**src/rtl/imabd_pkg.sv**
```systemverilog
// Shared types, constants and tables for the IMA ADPCM block decoder.
package imabd_pkg;

    localparam int MAX_CHANNELS_DEF = 2;

    localparam int CODE_W   = 32;
    localparam int NIB_W    = 4;
    localparam int NIB_NUM  = CODE_W / NIB_W;
    localparam int CNT_W    = $clog2(NIB_NUM);
    localparam int SAMPLE_W = 16;
    localparam int IDX_W    = 7;
    localparam int POS_W    = 5;
    localparam int CC_W     = 2;

    localparam logic [IDX_W-1:0]    IDX_MAX    = 7'd88;
    localparam logic [CC_W-1:0]     CC_MONO    = 2'd1;
    localparam logic [CC_W-1:0]     CC_STEREO  = 2'd2;
    localparam logic [POS_W-1:0]    BLK_MONO   = 5'd9;
    localparam logic [POS_W-1:0]    BLK_STEREO = 5'd18;
    localparam logic signed [17:0]  PRED_MAX   = 18'sd32767;
    localparam logic signed [17:0]  PRED_MIN   = -18'sd32768;

    // Per-channel decoder state: predictor and step index
    typedef struct packed {
        logic signed [SAMPLE_W-1:0] pred;
        logic [IDX_W-1:0]           idx;
    } chan_st_t;

    // Standard IMA step sizes
    localparam logic [15:0] STEP_TAB [0:88] = '{
        16'd7,     16'd8,     16'd9,     16'd10,    16'd11,    16'd12,    16'd13,
        16'd14,    16'd16,    16'd17,    16'd19,    16'd21,    16'd23,    16'd25,
        16'd28,    16'd31,    16'd34,    16'd37,    16'd41,    16'd45,    16'd50,
        16'd55,    16'd60,    16'd66,    16'd73,    16'd80,    16'd88,    16'd97,
        16'd107,   16'd118,   16'd130,   16'd143,   16'd157,   16'd173,   16'd190,
        16'd209,   16'd230,   16'd253,   16'd279,   16'd307,   16'd337,   16'd371,
        16'd408,   16'd449,   16'd494,   16'd544,   16'd598,   16'd658,   16'd724,
        16'd796,   16'd876,   16'd963,   16'd1060,  16'd1166,  16'd1282,  16'd1411,
        16'd1552,  16'd1707,  16'd1878,  16'd2066,  16'd2272,  16'd2499,  16'd2749,
        16'd3024,  16'd3327,  16'd3660,  16'd4026,  16'd4428,  16'd4871,  16'd5358,
        16'd5894,  16'd6484,  16'd7132,  16'd7845,  16'd8630,  16'd9493,  16'd10442,
        16'd11487, 16'd12635, 16'd13899, 16'd15289, 16'd16818, 16'd18500, 16'd20350,
        16'd22385, 16'd24623, 16'd27086, 16'd29794, 16'd32767
    };

    // Step index adjustment: -1 for small magnitudes, else 2,4,6,8
    function automatic logic signed [7:0] idx_adj(input logic [NIB_W-1:0] code);
        logic signed [7:0] r;
        if (code[2])
        begin
            r = $signed({5'd0, code[1:0], 1'b0}) + 8'sd2;
        end
        else
        begin
            r = -8'sd1;
        end
        return r;
    endfunction

endpackage

```
**src/rtl/imabd_step.sv**
```systemverilog
// One IMA ADPCM nibble decode: predictor and step index update.
module imabd_step (
    input  logic [3:0]           code,
    input  imabd_pkg::chan_st_t  cur,
    output imabd_pkg::chan_st_t  nxt
);
    import imabd_pkg::*;

    logic [IDX_W-1:0]   sp;
    logic [15:0]        step;
    logic [16:0]        delta;
    logic signed [17:0] sum;
    logic signed [7:0]  idx_sum;

    // Step lookup and delta build
    always_comb
    begin
        sp    = (cur.idx > IDX_MAX) ? IDX_MAX : cur.idx;
        step  = STEP_TAB[sp];
        delta = {4'd0, step[15:3]}
              + (code[2] ? {1'b0, step} : 17'd0)
              + (code[1] ? {2'd0, step[15:1]} : 17'd0)
              + (code[0] ? {3'd0, step[15:2]} : 17'd0);
    end

    // Predictor update with saturation
    always_comb
    begin
        sum = {{2{cur.pred[15]}}, cur.pred}
            + (code[3] ? -$signed({1'b0, delta}) : $signed({1'b0, delta}));
        if (sum > PRED_MAX)
        begin
            nxt.pred = 16'sh7fff;
        end
        else if (sum < PRED_MIN)
        begin
            nxt.pred = 16'sh8000;
        end
        else
        begin
            nxt.pred = sum[SAMPLE_W-1:0];
        end
    end

    // Step index update, clamped to the table
    always_comb
    begin
        idx_sum = $signed({1'b0, sp}) + idx_adj(code);
        if (idx_sum < 8'sd0)
        begin
            nxt.idx = '0;
        end
        else if (idx_sum > $signed({1'b0, IDX_MAX}))
        begin
            nxt.idx = IDX_MAX;
        end
        else
        begin
            nxt.idx = idx_sum[IDX_W-1:0];
        end
    end

endmodule

```
**src/rtl/ima_adpcm_block_decoder_top.sv**
```systemverilog
// Top level of the IMA ADPCM block decoder: word sequencer, nibble shifter, buffer.
//
//  channel   direction  tdata            tuser         tlast
//  s_axis    in         code_word[31:0]  stream_start  -
//  m_axis    out        sample[15:0]     channel       last
//  cfg       in         channel_count    (write only, cfg_we/cfg_wdata)
//
// A header word is taken while idle. A code word shifts out one nibble a cycle
// through the single decode unit in mono (unless the output stalls) or for a
// stereo left word. A stereo right word sends each buffered left sample, then
// the right sample. The next word is taken only once the current one is done.
// Reset restores mono, block position zero and zeroed channel state.
// A stalled output holds the decoder at its nibble until taken (not on a left word).
module ima_adpcm_block_decoder_top #(
    parameter int MaxChannels = imabd_pkg::MAX_CHANNELS_DEF
) (
    input  logic        clk,
    input  logic        rst_n,
    // config
    input  logic        cfg_we,
    input  logic [1:0]  cfg_wdata,       // channel_count
    // input stream
    input  logic        s_axis_tvalid,
    output logic        s_axis_tready,
    input  logic [31:0] s_axis_tdata,    // code_word
    input  logic        s_axis_tuser,    // stream_start
    // output stream
    output logic        m_axis_tvalid,
    input  logic        m_axis_tready,
    output logic [15:0] m_axis_tdata,    // sample
    output logic        m_axis_tuser,    // channel
    output logic        m_axis_tlast     // last
);
    import imabd_pkg::*;

    typedef enum logic [2:0] {
        ST_IDLE = 3'b001,
        ST_DEC  = 3'b010,
        ST_BUF  = 3'b100
    } state_t;

    typedef enum logic [1:0] {
        MODE_MONO  = 2'd0,
        MODE_LEFT  = 2'd1,
        MODE_RIGHT = 2'd2
    } mode_t;

    state_t             state_reg, state_next;
    mode_t              mode_reg, mode_next;
    logic [CC_W-1:0]    cc_reg;
    logic [POS_W-1:0]   pos_reg, pos_next;
    logic [CNT_W-1:0]   cnt_reg, cnt_next;
    logic               ch_reg, ch_next;
    chan_st_t           st_reg [MaxChannels];
    logic [CODE_W-1:0]  shift_reg;
    logic [SAMPLE_W-1:0] buf_mem [NIB_NUM];
    logic [SAMPLE_W-1:0] buf_rd_reg;
    logic [SAMPLE_W-1:0] out_sample_reg, out_sample_next;
    logic               out_ch_reg, out_ch_next;
    logic               out_last_reg, out_last_next;
    logic               out_valid_reg, out_valid_next;

    logic               stereo, in_acc, can_load, dec_adv, buf_adv, out_load;
    logic               is_hdr, hdr_ch;
    logic [POS_W-1:0]   blen, nch, pos_eff, pos_inc;
    chan_st_t           hdr_st, dec_cur, dec_nxt;

    // Nibble decode unit
    assign dec_cur = st_reg[ch_reg];

    imabd_step u_step (
        .code (shift_reg[NIB_W-1:0]),
        .cur  (dec_cur),
        .nxt  (dec_nxt)
    );

    // Block position and word classification
    always_comb
    begin
        stereo  = (cc_reg == CC_STEREO) && (MaxChannels >= 2);
        blen    = stereo ? BLK_STEREO : BLK_MONO;
        nch     = stereo ? 5'd2 : 5'd1;
        pos_eff = (s_axis_tuser || pos_reg >= blen) ? '0 : pos_reg;
        is_hdr  = pos_eff < nch;
        hdr_ch  = stereo && pos_eff[0];
        pos_inc = pos_eff + 5'd1;
        pos_next = (pos_inc >= blen) ? '0 : pos_inc;
    end

    // Header word: predictor and clamped step index
    always_comb
    begin
        hdr_st.pred = s_axis_tdata[15:0];
        if (s_axis_tdata[31])
        begin
            hdr_st.idx = '0;
        end
        else if (s_axis_tdata[30:16] > {8'd0, IDX_MAX})
        begin
            hdr_st.idx = IDX_MAX;
        end
        else
        begin
            hdr_st.idx = s_axis_tdata[22:16];
        end
    end

    // Handshakes
    assign s_axis_tready = (state_reg == ST_IDLE);
    assign in_acc        = s_axis_tvalid && s_axis_tready;
    assign can_load      = !out_valid_reg || m_axis_tready;
    assign dec_adv       = (state_reg == ST_DEC) && (mode_reg == MODE_LEFT || can_load);
    assign buf_adv       = (state_reg == ST_BUF) && can_load;
    assign out_load      = (dec_adv && mode_reg != MODE_LEFT) || buf_adv;

    // Sequencer
    always_comb
    begin
        state_next = state_reg;
        mode_next  = mode_reg;
        ch_next    = ch_reg;
        cnt_next   = cnt_reg;
        case (state_reg)
            ST_IDLE:
            begin
                if (in_acc && !is_hdr)
                begin
                    cnt_next = '0;
                    if (!stereo)
                    begin
                        mode_next  = MODE_MONO;
                        ch_next    = 1'b0;
                        state_next = ST_DEC;
                    end
                    else if (!pos_eff[0])
                    begin
                        mode_next  = MODE_LEFT;
                        ch_next    = 1'b0;
                        state_next = ST_DEC;
                    end
                    else
                    begin
                        mode_next  = MODE_RIGHT;
                        ch_next    = 1'b1;
                        state_next = ST_BUF;
                    end
                end
            end
            ST_DEC:
            begin
                if (dec_adv)
                begin
                    cnt_next = cnt_reg + 1'b1;
                    if (cnt_reg == CNT_W'(NIB_NUM - 1))
                    begin
                        state_next = ST_IDLE;
                    end
                    else if (mode_reg == MODE_RIGHT)
                    begin
                        state_next = ST_BUF;
                    end
                end
            end
            ST_BUF:
            begin
                if (buf_adv)
                begin
                    state_next = ST_DEC;
                end
            end
            default:
            begin
                state_next = ST_IDLE;
            end
        endcase
    end

    // Output word selection
    always_comb
    begin
        out_sample_next = out_sample_reg;
        out_ch_next     = out_ch_reg;
        out_last_next   = out_last_reg;
        if (buf_adv)
        begin
            out_sample_next = buf_rd_reg;
            out_ch_next     = 1'b0;
            out_last_next   = 1'b0;
        end
        else if (out_load)
        begin
            out_sample_next = dec_nxt.pred;
            out_ch_next     = ch_reg;
            out_last_next   = (cnt_reg == CNT_W'(NIB_NUM - 1));
        end
        out_valid_next = out_load || (out_valid_reg && !m_axis_tready);
    end

    // Control and channel state
    always_ff @(posedge clk or negedge rst_n)
    begin
        if (!rst_n)
        begin
            state_reg     <= ST_IDLE;
            mode_reg      <= MODE_MONO;
            cc_reg        <= CC_MONO;
            pos_reg       <= '0;
            cnt_reg       <= '0;
            ch_reg        <= 1'b0;
            out_valid_reg <= 1'b0;
            for (int i = 0; i < MaxChannels; i++)
            begin
                st_reg[i] <= '0;
            end
        end
        else
        begin
            state_reg     <= state_next;
            mode_reg      <= mode_next;
            cnt_reg       <= cnt_next;
            ch_reg        <= ch_next;
            out_valid_reg <= out_valid_next;
            if (cfg_we)
            begin
                cc_reg <= cfg_wdata;
            end
            if (in_acc)
            begin
                pos_reg <= pos_next;
            end
            if (in_acc && is_hdr)
            begin
                st_reg[hdr_ch] <= hdr_st;
            end
            else if (dec_adv)
            begin
                st_reg[ch_reg] <= dec_nxt;
            end
        end
    end

    // Nibble shift register and output payload
    always_ff @(posedge clk)
    begin
        if (in_acc)
        begin
            shift_reg <= s_axis_tdata;
        end
        else if (dec_adv)
        begin
            shift_reg <= {{NIB_W{1'b0}}, shift_reg[CODE_W-1:NIB_W]};
        end
        out_sample_reg <= out_sample_next;
        out_ch_reg     <= out_ch_next;
        out_last_reg   <= out_last_next;
    end

    // Left group buffer: written while decoding a left word, read ahead by count
    always_ff @(posedge clk)
    begin
        if (dec_adv && mode_reg == MODE_LEFT)
        begin
            buf_mem[cnt_reg] <= dec_nxt.pred;
        end
        buf_rd_reg <= buf_mem[cnt_next];
    end

    assign m_axis_tvalid = out_valid_reg;
    assign m_axis_tdata  = out_sample_reg;
    assign m_axis_tuser  = out_ch_reg;
    assign m_axis_tlast  = out_last_reg;

    // Step index of channel 0 never leaves the table
    a_idx_range: assert property (@(posedge clk) disable iff (!rst_n)
        st_reg[0].idx <= IDX_MAX)
        else $error("step index out of range");

    // Buffered samples are only replayed for a right word
    a_buf_mode: assert property (@(posedge clk) disable iff (!rst_n)
        (state_reg == ST_BUF) |-> (mode_reg == MODE_RIGHT))
        else $error("buffer replay outside right word");

    // Block position stays inside the longest block
    a_pos_range: assert property (@(posedge clk) disable iff (!rst_n)
        pos_reg < BLK_STEREO)
        else $error("block position out of range");

    // A buffered sample is always followed by its right-channel partner
    a_pair: assert property (@(posedge clk) disable iff (!rst_n)
        buf_adv |=> (state_reg == ST_DEC && ch_reg == 1'b1))
        else $error("left replay not followed by right decode");

endmodule
```
**config.mk**
```make
export PLATFORM = sky130hd
export DESIGN_NAME = ima_adpcm_block_decoder_top
export DESIGN_NICKNAME = d
export VERILOG_FILES = /design/src/rtl/imabd_pkg.sv /design/src/rtl/imabd_step.sv /design/src/rtl/ima_adpcm_block_decoder_top.sv
export SDC_FILE = /design/constraint.sdc
export NUM_CORES = 1
export LEC_CHECK = 0
export BUFFER_PORTS_ARGS = -buffer_cell sky130_fd_sc_hd__buf_2
export CORE_ASPECT_RATIO = 2
export CORE_UTILIZATION = 35
export DETAILED_ROUTE_END_ITERATION = 12
export PLACE_DENSITY = 0.59
export SKIP_LAST_GASP = 1
export SYNTH_ARGS = -nofsm -noshare
export SYNTH_HDL_FRONTEND = slang
export SYNTH_SLANG_ARGS = --single-unit
```
**constraint.sdc**
```tcl
create_clock -name clk -period 15.3 [get_ports clk]
set_input_delay 2.295 -clock clk [delete_from_list [all_inputs] [get_ports clk]]
set_output_delay 2.295 -clock clk [all_outputs]
set_load 0.02 [all_outputs]
```
# Word level (Yosys, flattened, before mapping)

Memory sizes are Yosys's and may differ from the RTL's. A register that Yosys moved wholly into a read port is not among the register bits.
Index checks and enable logic that the tools add are counted.

Register bits: 113
Latch bits: 0
Memory bits (writable): 128
ROM bits: 2048
Input bits: 40
Output and inout bits: 20
Logic and storage cells: 129
Memories kept: 2

Memory list:

| name            | words | width | rd ports | clocked after memory_dff | write ports | RTL line                          | RTL |
|---|---|---|---|---|---|---|---|
| (no name shown) | 128   | 16    | 1        | 0                        | 0           | imabd_step.sv:19                  | `step = STEP_TAB[sp];` |
| buf_mem         | 8     | 16    | 1        | 1                        | 1           | ima_adpcm_block_decoder_top.sv:56 | `logic [SAMPLE_W-1:0] buf_mem [NIB_NUM];` |

$add $sub $neg: 9
Multiply operators: 0
Divide/modulo/power cells: 0
$lt $le $gt $ge: 14
Equality and inequality tests: 12
Shift-type cells: 0
Mux-type cells: 50
Bitwise operators: 3
Reductions and logical operators: 24

Operator list:

| operator               | number |
|---|---|
| $mux W23               | 5 |
| $mux W16               | 7 |
| $bwmux W46             | 2 |
| $mux W46               | 2 |
| $mux W32               | 2 |
| $demux W23 S1          | 2 |
| $mux W7                | 5 |
| $add A17 B17 Y17       | 2 |
| $mux W3                | 9 |
| $add A18 B18 Y18       | 1 |
| $gt A18 B16 Y1 const B | 1 |
| $lt A18 B16 Y1 const B | 1 |
| $mux W18               | 1 |
| $neg A17 Y18           | 1 |
| $add A13 B17 Y17       | 1 |
| $gt A15 B7 Y1 const B  | 1 |
| $mux W15               | 1 |
| $mux W5                | 3 |
| $mux W14               | 1 |
| $logic_and A1 B1 Y1    | 11 |
| $ge A5 B5 Y1           | 2 |
| $pmux W3 S3            | 1 |
| $add A8 B8 Y8          | 1 |
| $ge A8 B8 Y1 const B   | 1 |
| 28 further kinds       | 48 |

# Depth between registers and ports, before layout

Gate-level depths: netlist (run 1).

Word-level depth: 23
Depth in mapped cells: 41
Depth with buffers taken out: 37

# Cells and area by module

From an unflattened synthesis (run 1), not the netlist that was laid out.

Cell total of the unflattened synthesis: 1672
Area, all modules: 15922.8 um^2

Modules (own cells, without submodules):

| module                      | instances | cells each | area each (um^2) | seq. area each (um^2) |
|---|---|---|---|---|
| ima_adpcm_block_decoder_top | 1         | 950        | 11000.6          | 7199.4 |
| imabd_step                  | 1         | 722        | 4922.2           | 0.0 |

# Least setup slack after synthesis (run 1)

No wires, ideal clock.

Path type: register to register
From: reg mode_reg[1] (netlist name)
To: reg out_sample_reg[12], in the netlist m_axis_tdata[12], data pin
Library setup time: 0.260 ns
Arrival: 9.272 ns
Required time: 15.040 ns
Slack: 5.768 ns
Stages on the path, launching flop included: 36
Path buffers: 5
Clock period less this slack: 9.532 ns
Cells stage by stage: dfrtp_1 > buf_2 > clkbuf_1 > clkbuf_1 > a22oi_1 > mux2i_1 > nand2_1 > inv_1 > ha_1 > clkbuf_1 > nor2_1 > o311ai_0 > o21ai_0 > a21boi_0 > o21ai_0 > and2_1 > fa_1 > inv_1 > fa_1 > inv_1 > ha_1 > fa_1 > or4_4 > nor4_2 > or4b_4 > o21ai_0 > xnor2_1 > ha_1 > or4_1 > o311a_1 > or4_1 > a211oi_1 > a31oi_1 > clkbuf_1 > o22a_1 > mux2_2

RTL lines:

| item                 | RTL line                           | RTL |
|---|---|---|
| end signal, assigned | ima_adpcm_block_decoder_top.sv:253 | `out_sample_reg <= out_sample_next;` |
| end, declared        | ima_adpcm_block_decoder_top.sv:58  | `logic [SAMPLE_W-1:0] out_sample_reg, out_sample_next;` |

# Worst setup path after layout (run 1)

From: reg st_reg[3] (netlist bit)
To: reg out_sample_reg[6], in the netlist m_axis_tdata[6], data pin

Longest elaborated chain between the ends: 21
Elaborated cells between the ends (all ways): 24
Those cells by class: add/sub (5); order compare (3); mux (14); bitwise (1); memory (1)

RTL lines:

| item                                             | RTL line                           | RTL |
|---|---|---|
| start, declared                                  | ima_adpcm_block_decoder_top.sv:54  | `chan_st_t st_reg [MaxChannels];` |
| start signal, assigned by index                  | ima_adpcm_block_decoder_top.sv:233 | `st_reg[hdr_ch] <= hdr_st;` |
| start signal, assigned by index                  | ima_adpcm_block_decoder_top.sv:237 | `st_reg[ch_reg] <= dec_nxt;` |
| $mux W23 (implied by the code) (*) (3 in series) | ima_adpcm_block_decoder_top.sv:69  | `assign dec_cur = st_reg[ch_reg];` |
| $gt A7 B7 Y1                                     | imabd_step.sv:18                   | `sp = (cur.idx > IDX_MAX) ? IDX_MAX : cur.idx;` |
| $mux W7 (*)                                      | imabd_step.sv:18                   |  |
| $not A7 Y8 (implied by the code) (*)             | imabd_step.sv:19                   |  |
| $mem_v2 Z128 W16 (*)                             | -                                  |  |
| $mux W16 (implied by the code) (*) (2 in series) | imabd_step.sv:19                   |  |
| $mux W16                                         | imabd_step.sv:21                   | `+ (code[2] ? {1'b0, step} : 17'd0)` |
| $add A13 B17 Y17                                 | imabd_step.sv:21                   |  |
| [... 3 more ...]                                 | -                                  |  |
| $mux W18 (*)                                     | imabd_step.sv:30                   | `+ (code[3] ? -$signed({1'b0, delta}) : $signed({1'b0, delta}));` |
| $add A18 B18 Y18 (*)                             | imabd_step.sv:30                   |  |
| $lt A18 B16 Y1                                   | imabd_step.sv:35                   | `else if (sum < PRED_MIN)` |
| $mux W16                                         | imabd_step.sv:35                   |  |
| $mux W16 (*)                                     | imabd_step.sv:31                   | `if (sum > PRED_MAX)` |
| $mux W16 (*)                                     | ima_adpcm_block_decoder_top.sv:190 | `else if (out_load)` |
| $mux W16 (*)                                     | ima_adpcm_block_decoder_top.sv:184 | `if (buf_adv)` |
| named net out_sample_next[6]                     | ima_adpcm_block_decoder_top.sv:58  |  |

The timed path passes the listed nets; every way through them passes the cells marked *. The select of a mux whose other input is x is not followed.
A chain may end at the register's enable or synchronous reset.

==> reports/results.txt, run 1 <==
Status - finished, violations left
Failing checks - max-capacitance violations
Layout cells sized above 1 - 15.05%
Post-cts sizing count - 0
CP dominant cell by count - a21oi_1
Worst Clk Skew - 21.68 ps
Main synth FF type - edfxtp_1
Final Max Slew Viols - 0
Ys async rst share - 24.22%
Register area share after synthesis - 44.85%
GRT Total Usage - 20.63%
# port buffers - 59
First drt pass iteration count - 5
Hold_ws - 488.0 ps
Post-synthesis register bit count - 256
CORE AREA - 0.04514 sq mm
Ports - 60
Detailed-route wire length - 47,710 um
Post-synth EDFFs - 176
Vias in the first global route - 12.56k
Worst Reg-to-Reg Cells - 36
Die Width - 153.4 um
Worst-path maximum fanout - 12
RSZ-0062 raised after global routing - false
CTS Hold Bufs - 0
DP Wirelength - 35,780 um
CTS sink count - 256
Die Y-Extent - 304.9 um
Routed WL per cell - 22.56 um
Main combinational cell family by area after synthesis - compound AO/OA/AOI/OAI gates
Arr. time, crit path - 12,330 ps
ANT nets after route - 0
Top post-synthesis cells by area - edfxtp_1 33%, dfrtp_1 9.4%, mux2i_1 6.5%
Number of CTS-inserted buffers - 22
Initial Util - 35.56%
Crit start category - flop
Syn avg cell area - 10.67 sq um
Post-synth top area share - 32.93%
CTS tree - built
Crit path kind - flop to flop
DR vias/cell - 5.773
P&R area growth vs syn - 10.59%
Final std cells w/o fill - 2,115
Remaining Overflow, GRT - 0
Final period util - 78.99%
Synth Area in Compound Gates - 17.15%
Max reg flops - 128
Final hold vios - 0
Synthesis Warnings - 0
CTS clk-pin slew, worst paths - 80 ps
Drc violations - 0
Achievable clock frequency - 82.75 MHz
Max stage delay cell, worst path - mux2i_1
Hold depth - 2
Synth Area in Adders - 8.980%
Endpoints failing setup - 0
Mux contribution to synthesized area - 11.46%
CTS max path bufs - 3
Largest net degree at the start of global routing - 63
Simple-gate share of the synthesized area - 11.18%
H-tree depth - 1
Post-Synth XOR/XNOR Area - 2.346%
Cell Rows - 110
CTS Root Cell - clkbuf_16
Gp weighted congestion - 0.9808
CP top delay family - compound AO/OA/AOI/OAI gates
Minimum clock period - 12,080 ps
Die area - 0.04677 sq mm
Cell taking the most area after synthesis - edfxtp_1
Postcts setup bufs - 0
Max cap viols - 1
Latest clock arrival within the worst-skew pair - 540 ps
Syn Inst Count - 1,505
NumNets Final - 1,678
Required time of the critical path - 15,540 ps
Placed cells - 2,075
Worst slew margin - 0.4772%
Cell with the most instances after synthesis - edfxtp_1
DRT iter0 DRCs - 699
CP Buf/Inv Count - 4
HP Class - flop to flop
First-pass GRT wire length - 73,510 um
Cell Area, Synth - 0.01605 sq mm
Slew @ Worst Pin - 1483 ps
Initial antenna violation count - 5
Levels on crit path - 36
Post-synth top cells - 176 x edfxtp_1, 105 x mux2i_1, 98 x o21ai_0
Mapped Nets - 1,644
Worst Setup End Kind - flop
Routed vias - 12.21k
Setup TNS - 0 ps
Yosys cell types - 87
Ant. Diodes - 0
Slowest stage delay, CP - 950 ps
Fillers - 4,344
tightest hold or removal path, delay by kind of cell, from the launching register on:
family / cells / cell delay, ps
DFF: 1 / 330
and+or+nand+nor: 1 / 60
AOI/OAI and AO/OA: 1 / 50
worst paths after layout:
path                                   end         start  slack, ps
hold / removal                m_axis_tlast  m_axis_tlast        490
setup / recovery           m_axis_tdata[6]     st_reg[3]       3220
min in group asynchronous       pos_reg[2]         rst_n       1930
hold reg to reg               m_axis_tlast  m_axis_tlast        490
setup reg to reg           m_axis_tdata[6]     st_reg[3]       3220
max in group asynchronous       st_reg[16]         rst_n      12730
through the flow:
stage | util, % | area, sq um | setup WS, ps
2_1_floorplan | - | 16050 | 5768
3_3_place_gp | 37.66 | 17000 | 3661
3_5_place_dp | 37.66 | 17000 | 3692
4_1_cts | 39.32 | 17750 | 3643
5_1_grt | 39.32 | 17750 | 2545
6_report | 39.32 | 17750 | 3215
area by class of cell:
class	count	area [sq um]	area share, %
Inverter	87	326.6	1.840
Sequential cell	256	7199	40.56
Timing Repair Buffer	88	513.0	2.890
Clock inverter	13	138.9	0.7824
Clock buffer	27	610.6	3.440
Tap cell	560	700.7	3.947
Multi-Input combinational cell	1084	8263	46.55
routing by layer:
layer	wire, um	global-route usage (%)
met2	26890	41.20
met1	15830	19.47
met3	1637	2.190
met5	76	0
met4	3271	13.19
cells by family (layout without fill, tap and decap cells):
group,Yosys count,in the layout
AOI/OAI and AO/OA,412,412
and+or+nand+nor,355,355
DFF,256,256
muxes,175,175
buffers and inverters,165,215
adders and majority gates,99,99
xor gates and xnor gates,43,43
cell usage in the layout, fill, tap and decap left out, types with 7 or more instances in the layout:
cell       synthesis  layout
o21ai_0           98      97
nor2_1            86      85
ha_1              72      72
a21o_1            17      17
o211ai_1          17      17
a22oi_1           39      39
a21oi_2            7       7
a221oi_1           7       7
buf_4              0      29
o22ai_1           12      12
a21boi_0          10      10
o21a_1            11      11
dfrtp_1           60      60
nand2b_1          13      13
fa_1              27      27
clkbuf_16          0      23
a22o_1             8       8
mux2i_1          105     105
xnor2_1           31      31
inv_1             81      81
edfxtp_1         176     176
nor2b_1            9       9
nor3_1            23      19
dfxtp_1           18      18
and3_1             9       9
mux2_2            70      70
a31oi_1           13      11
xor2_1            12      12
nand3_1           22      22
or3_1              9       9
o221ai_1           9       9
a21oi_1           82      81
buf_2             17      59
a211oi_1          10      10
and2_1            39      39
nand2_1           95      95
Power of run 1 is not shown: default switching activity piles up to over one toggle a cycle in this logic, so the estimate is an artifact.
==> run 2, diff against run 1 <==
--- a/config.mk
+++ b/config.mk
@@ -9,7 +9,7 @@
 export CORE_ASPECT_RATIO = 2
 export CORE_UTILIZATION = 35
 export DETAILED_ROUTE_END_ITERATION = 12
-export PLACE_DENSITY = 0.59
+export PLACE_DENSITY = 0.61
 export SKIP_LAST_GASP = 1
 export SYNTH_ARGS = -nofsm -noshare
 export SYNTH_HDL_FRONTEND = slang
==> constraint.sdc (replaced) <==
create_clock -name clk -period 10.13 [get_ports clk]
set_input_delay 1.5195 -clock clk [delete_from_list [all_inputs] [get_ports clk]]
set_output_delay 1.5195 -clock clk [all_outputs]
set_load 0.02 [all_outputs]
==> reports/results.txt, run 2 (same netlist as run 1, synthesis figures left out) <==
Hold depth - 2
Gp weighted congestion - 0.9461
Most frequent cells in the layout - 176 x edfxtp_1, 105 x mux2i_1, 95 x nand2_1
First-pass GRT wire length - 74,110 um
HP Class - flop to flop
Initial antenna violation count - 1
ANT nets after route - 0
Max reg flops - 128
Minimum clock period - 9624 ps
Worst reg2reg setup slack - 510 ps
Endpoints failing setup - 0
# port buffers - 59
Crit start category - flop
Routed vias - 12.45k
Routed WL per cell - 22.04 um
Fillers - 4,367
Slowest stage delay, CP - 600 ps
Layout cells sized above 1 - 20.40%
Die Width - 153.4 um
Required time of the critical path - 10,390 ps
Multi-input logic area - 0.008437 sq mm
FF/Latch Area - 0.007201 sq mm
Die Y-Extent - 304.9 um
Detailed-route wire length - 48,050 um
Worst Reg-to-Reg Cells - 33
First drt pass iteration count - 5
Worst slew margin - 36.02%
Drc violations - 0
Crit path kind - flop to flop
Remaining Overflow, GRT - 0
Cell Rows - 110
Reg2reg end - m_axis_tdata[14]
Worst Clk Skew - 23.95 ps
GRT Total Usage - 20.69%
Ports - 60
Worst R2R Start - mode_reg[1]
Most common cell after layout, fill and taps aside - edfxtp_1
CP Launch Point - mode_reg[1]
Largest net degree at the start of global routing - 63
Number of CTS-inserted buffers - 21
DP Wirelength - 36,100 um
Final period util - 95.00%
CORE AREA - 0.04514 sq mm
CTS Root Cell - clkbuf_16
Final Max Slew Viols - 0
Achievable clock frequency - 103.9 MHz
CP endpoint - m_axis_tdata[14]
CTS max path bufs - 3
Die area - 0.04677 sq mm
CTS clk-pin slew, worst paths - 70 ps
CTS tree - built
Vias in the first global route - 12.90k
Final Worst Setup Slack - 506.4 ps
Status - complete, no violations
NumNets Final - 1,742
CTS sink count - 256
Post-Place Worst Slack - 22.96 ps
DRT iter0 DRCs - 623
P&R area growth vs syn - 15.03%
Arr. time, crit path - 9880 ps
Latest clock arrival within the worst-skew pair - 530 ps
Worst-path maximum fanout - 25
Initial Util - 35.56%
Slew @ Worst Pin - 959.8 ps
H-tree depth - 1
DR vias/cell - 5.713
CTS Hold Bufs - 0
Final hold vios - 0
Worst Setup End Kind - flop
Max stage delay cell, worst path - or4_4
Max cap viols - 0
## run 2: cell types whose count changed in the layout (fill, tap and decap cells not counted), sizes merged
cell	before	now
diode	0	2
a22o	9	10
clkinv	9	12
clkbuf	27	22
buf	88	151
bufinv	2	5
clkinvlp	3	1
## run 2: routing by layer
| layer | global-route usage [%] | up-vias | wire length [um] |
|---|---|---|---|
| li1 | - | 5810 | - |
| met5 | 0 | - | 11 |
| met2 | 41.29 | 366 | 26850 |
| met1 | 20.14 | 6118 | 16470 |
| met4 | 12.37 | 2 | 3121 |
| met3 | 1.834 | 158 | 1588 |
## run 2: stage by stage
step | TNS (ps) | std cells | hold slack [ps] | utilization [%] | area, sq um
6_report | 0 | 2180 | 468.9 | 40.90 | 18460
5_1_grt | -96.88 | 2178 | 503.7 | 40.89 | 18460
4_1_cts | 0 | 2156 | 468.0 | 40.14 | 18120
3_5_place_dp | 0 | 2118 | 455.0 | 38.46 | 17360
3_3_place_gp | 0 | 2118 | 448.7 | 38.46 | 17360
2_1_floorplan | 0 | 1505 | 444.4 | - | 16050
## run 2: worst min-delay path by stage
stage                             from            to  slack [ps]
after global placement    m_axis_tlast  m_axis_tlast         450
final                     m_axis_tlast  m_axis_tlast         470
after floorplan             st_reg[22]    st_reg[22]         440
after CTS                 m_axis_tlast  m_axis_tlast         470
after global routing      m_axis_tlast  m_axis_tlast         500
after detailed placement  m_axis_tlast  m_axis_tlast         450
## run 2: critical path, delay by kind of cell (launching register included)
kind | cells | cell delay [ps]
adder cells (fa/ha/maj) | 5 | 1740
AO/OA/AOI/OAI | 9 | 2000
buffers and inverters | 8 | 1480
XOR/XNOR | 1 | 140
AND/OR/NAND/NOR | 10 | 3530
flip-flops | 1 | 440
## run 2: layout make-up
cell class                 count  share of cell area (%)
antenna                        2                 0.02711
clock buffer                  21                   2.846
clock inverter                17                   1.233
inverter                      87                   1.769
multi-input combinational   1085                   45.69
sequential                   256                   39.00
tap                          560                   3.795
timing repair buffer         152                   5.638
## run 2: repair_timing
item	CTS	global route
gates cloned	0	1
pin swaps	0	4
hold endpoints to repair	0	0
gates resized for setup	1	43
endpoints found under the setup margin	8	176
buffers inserted	0	21
Power of run 2 is left out for the same reason.
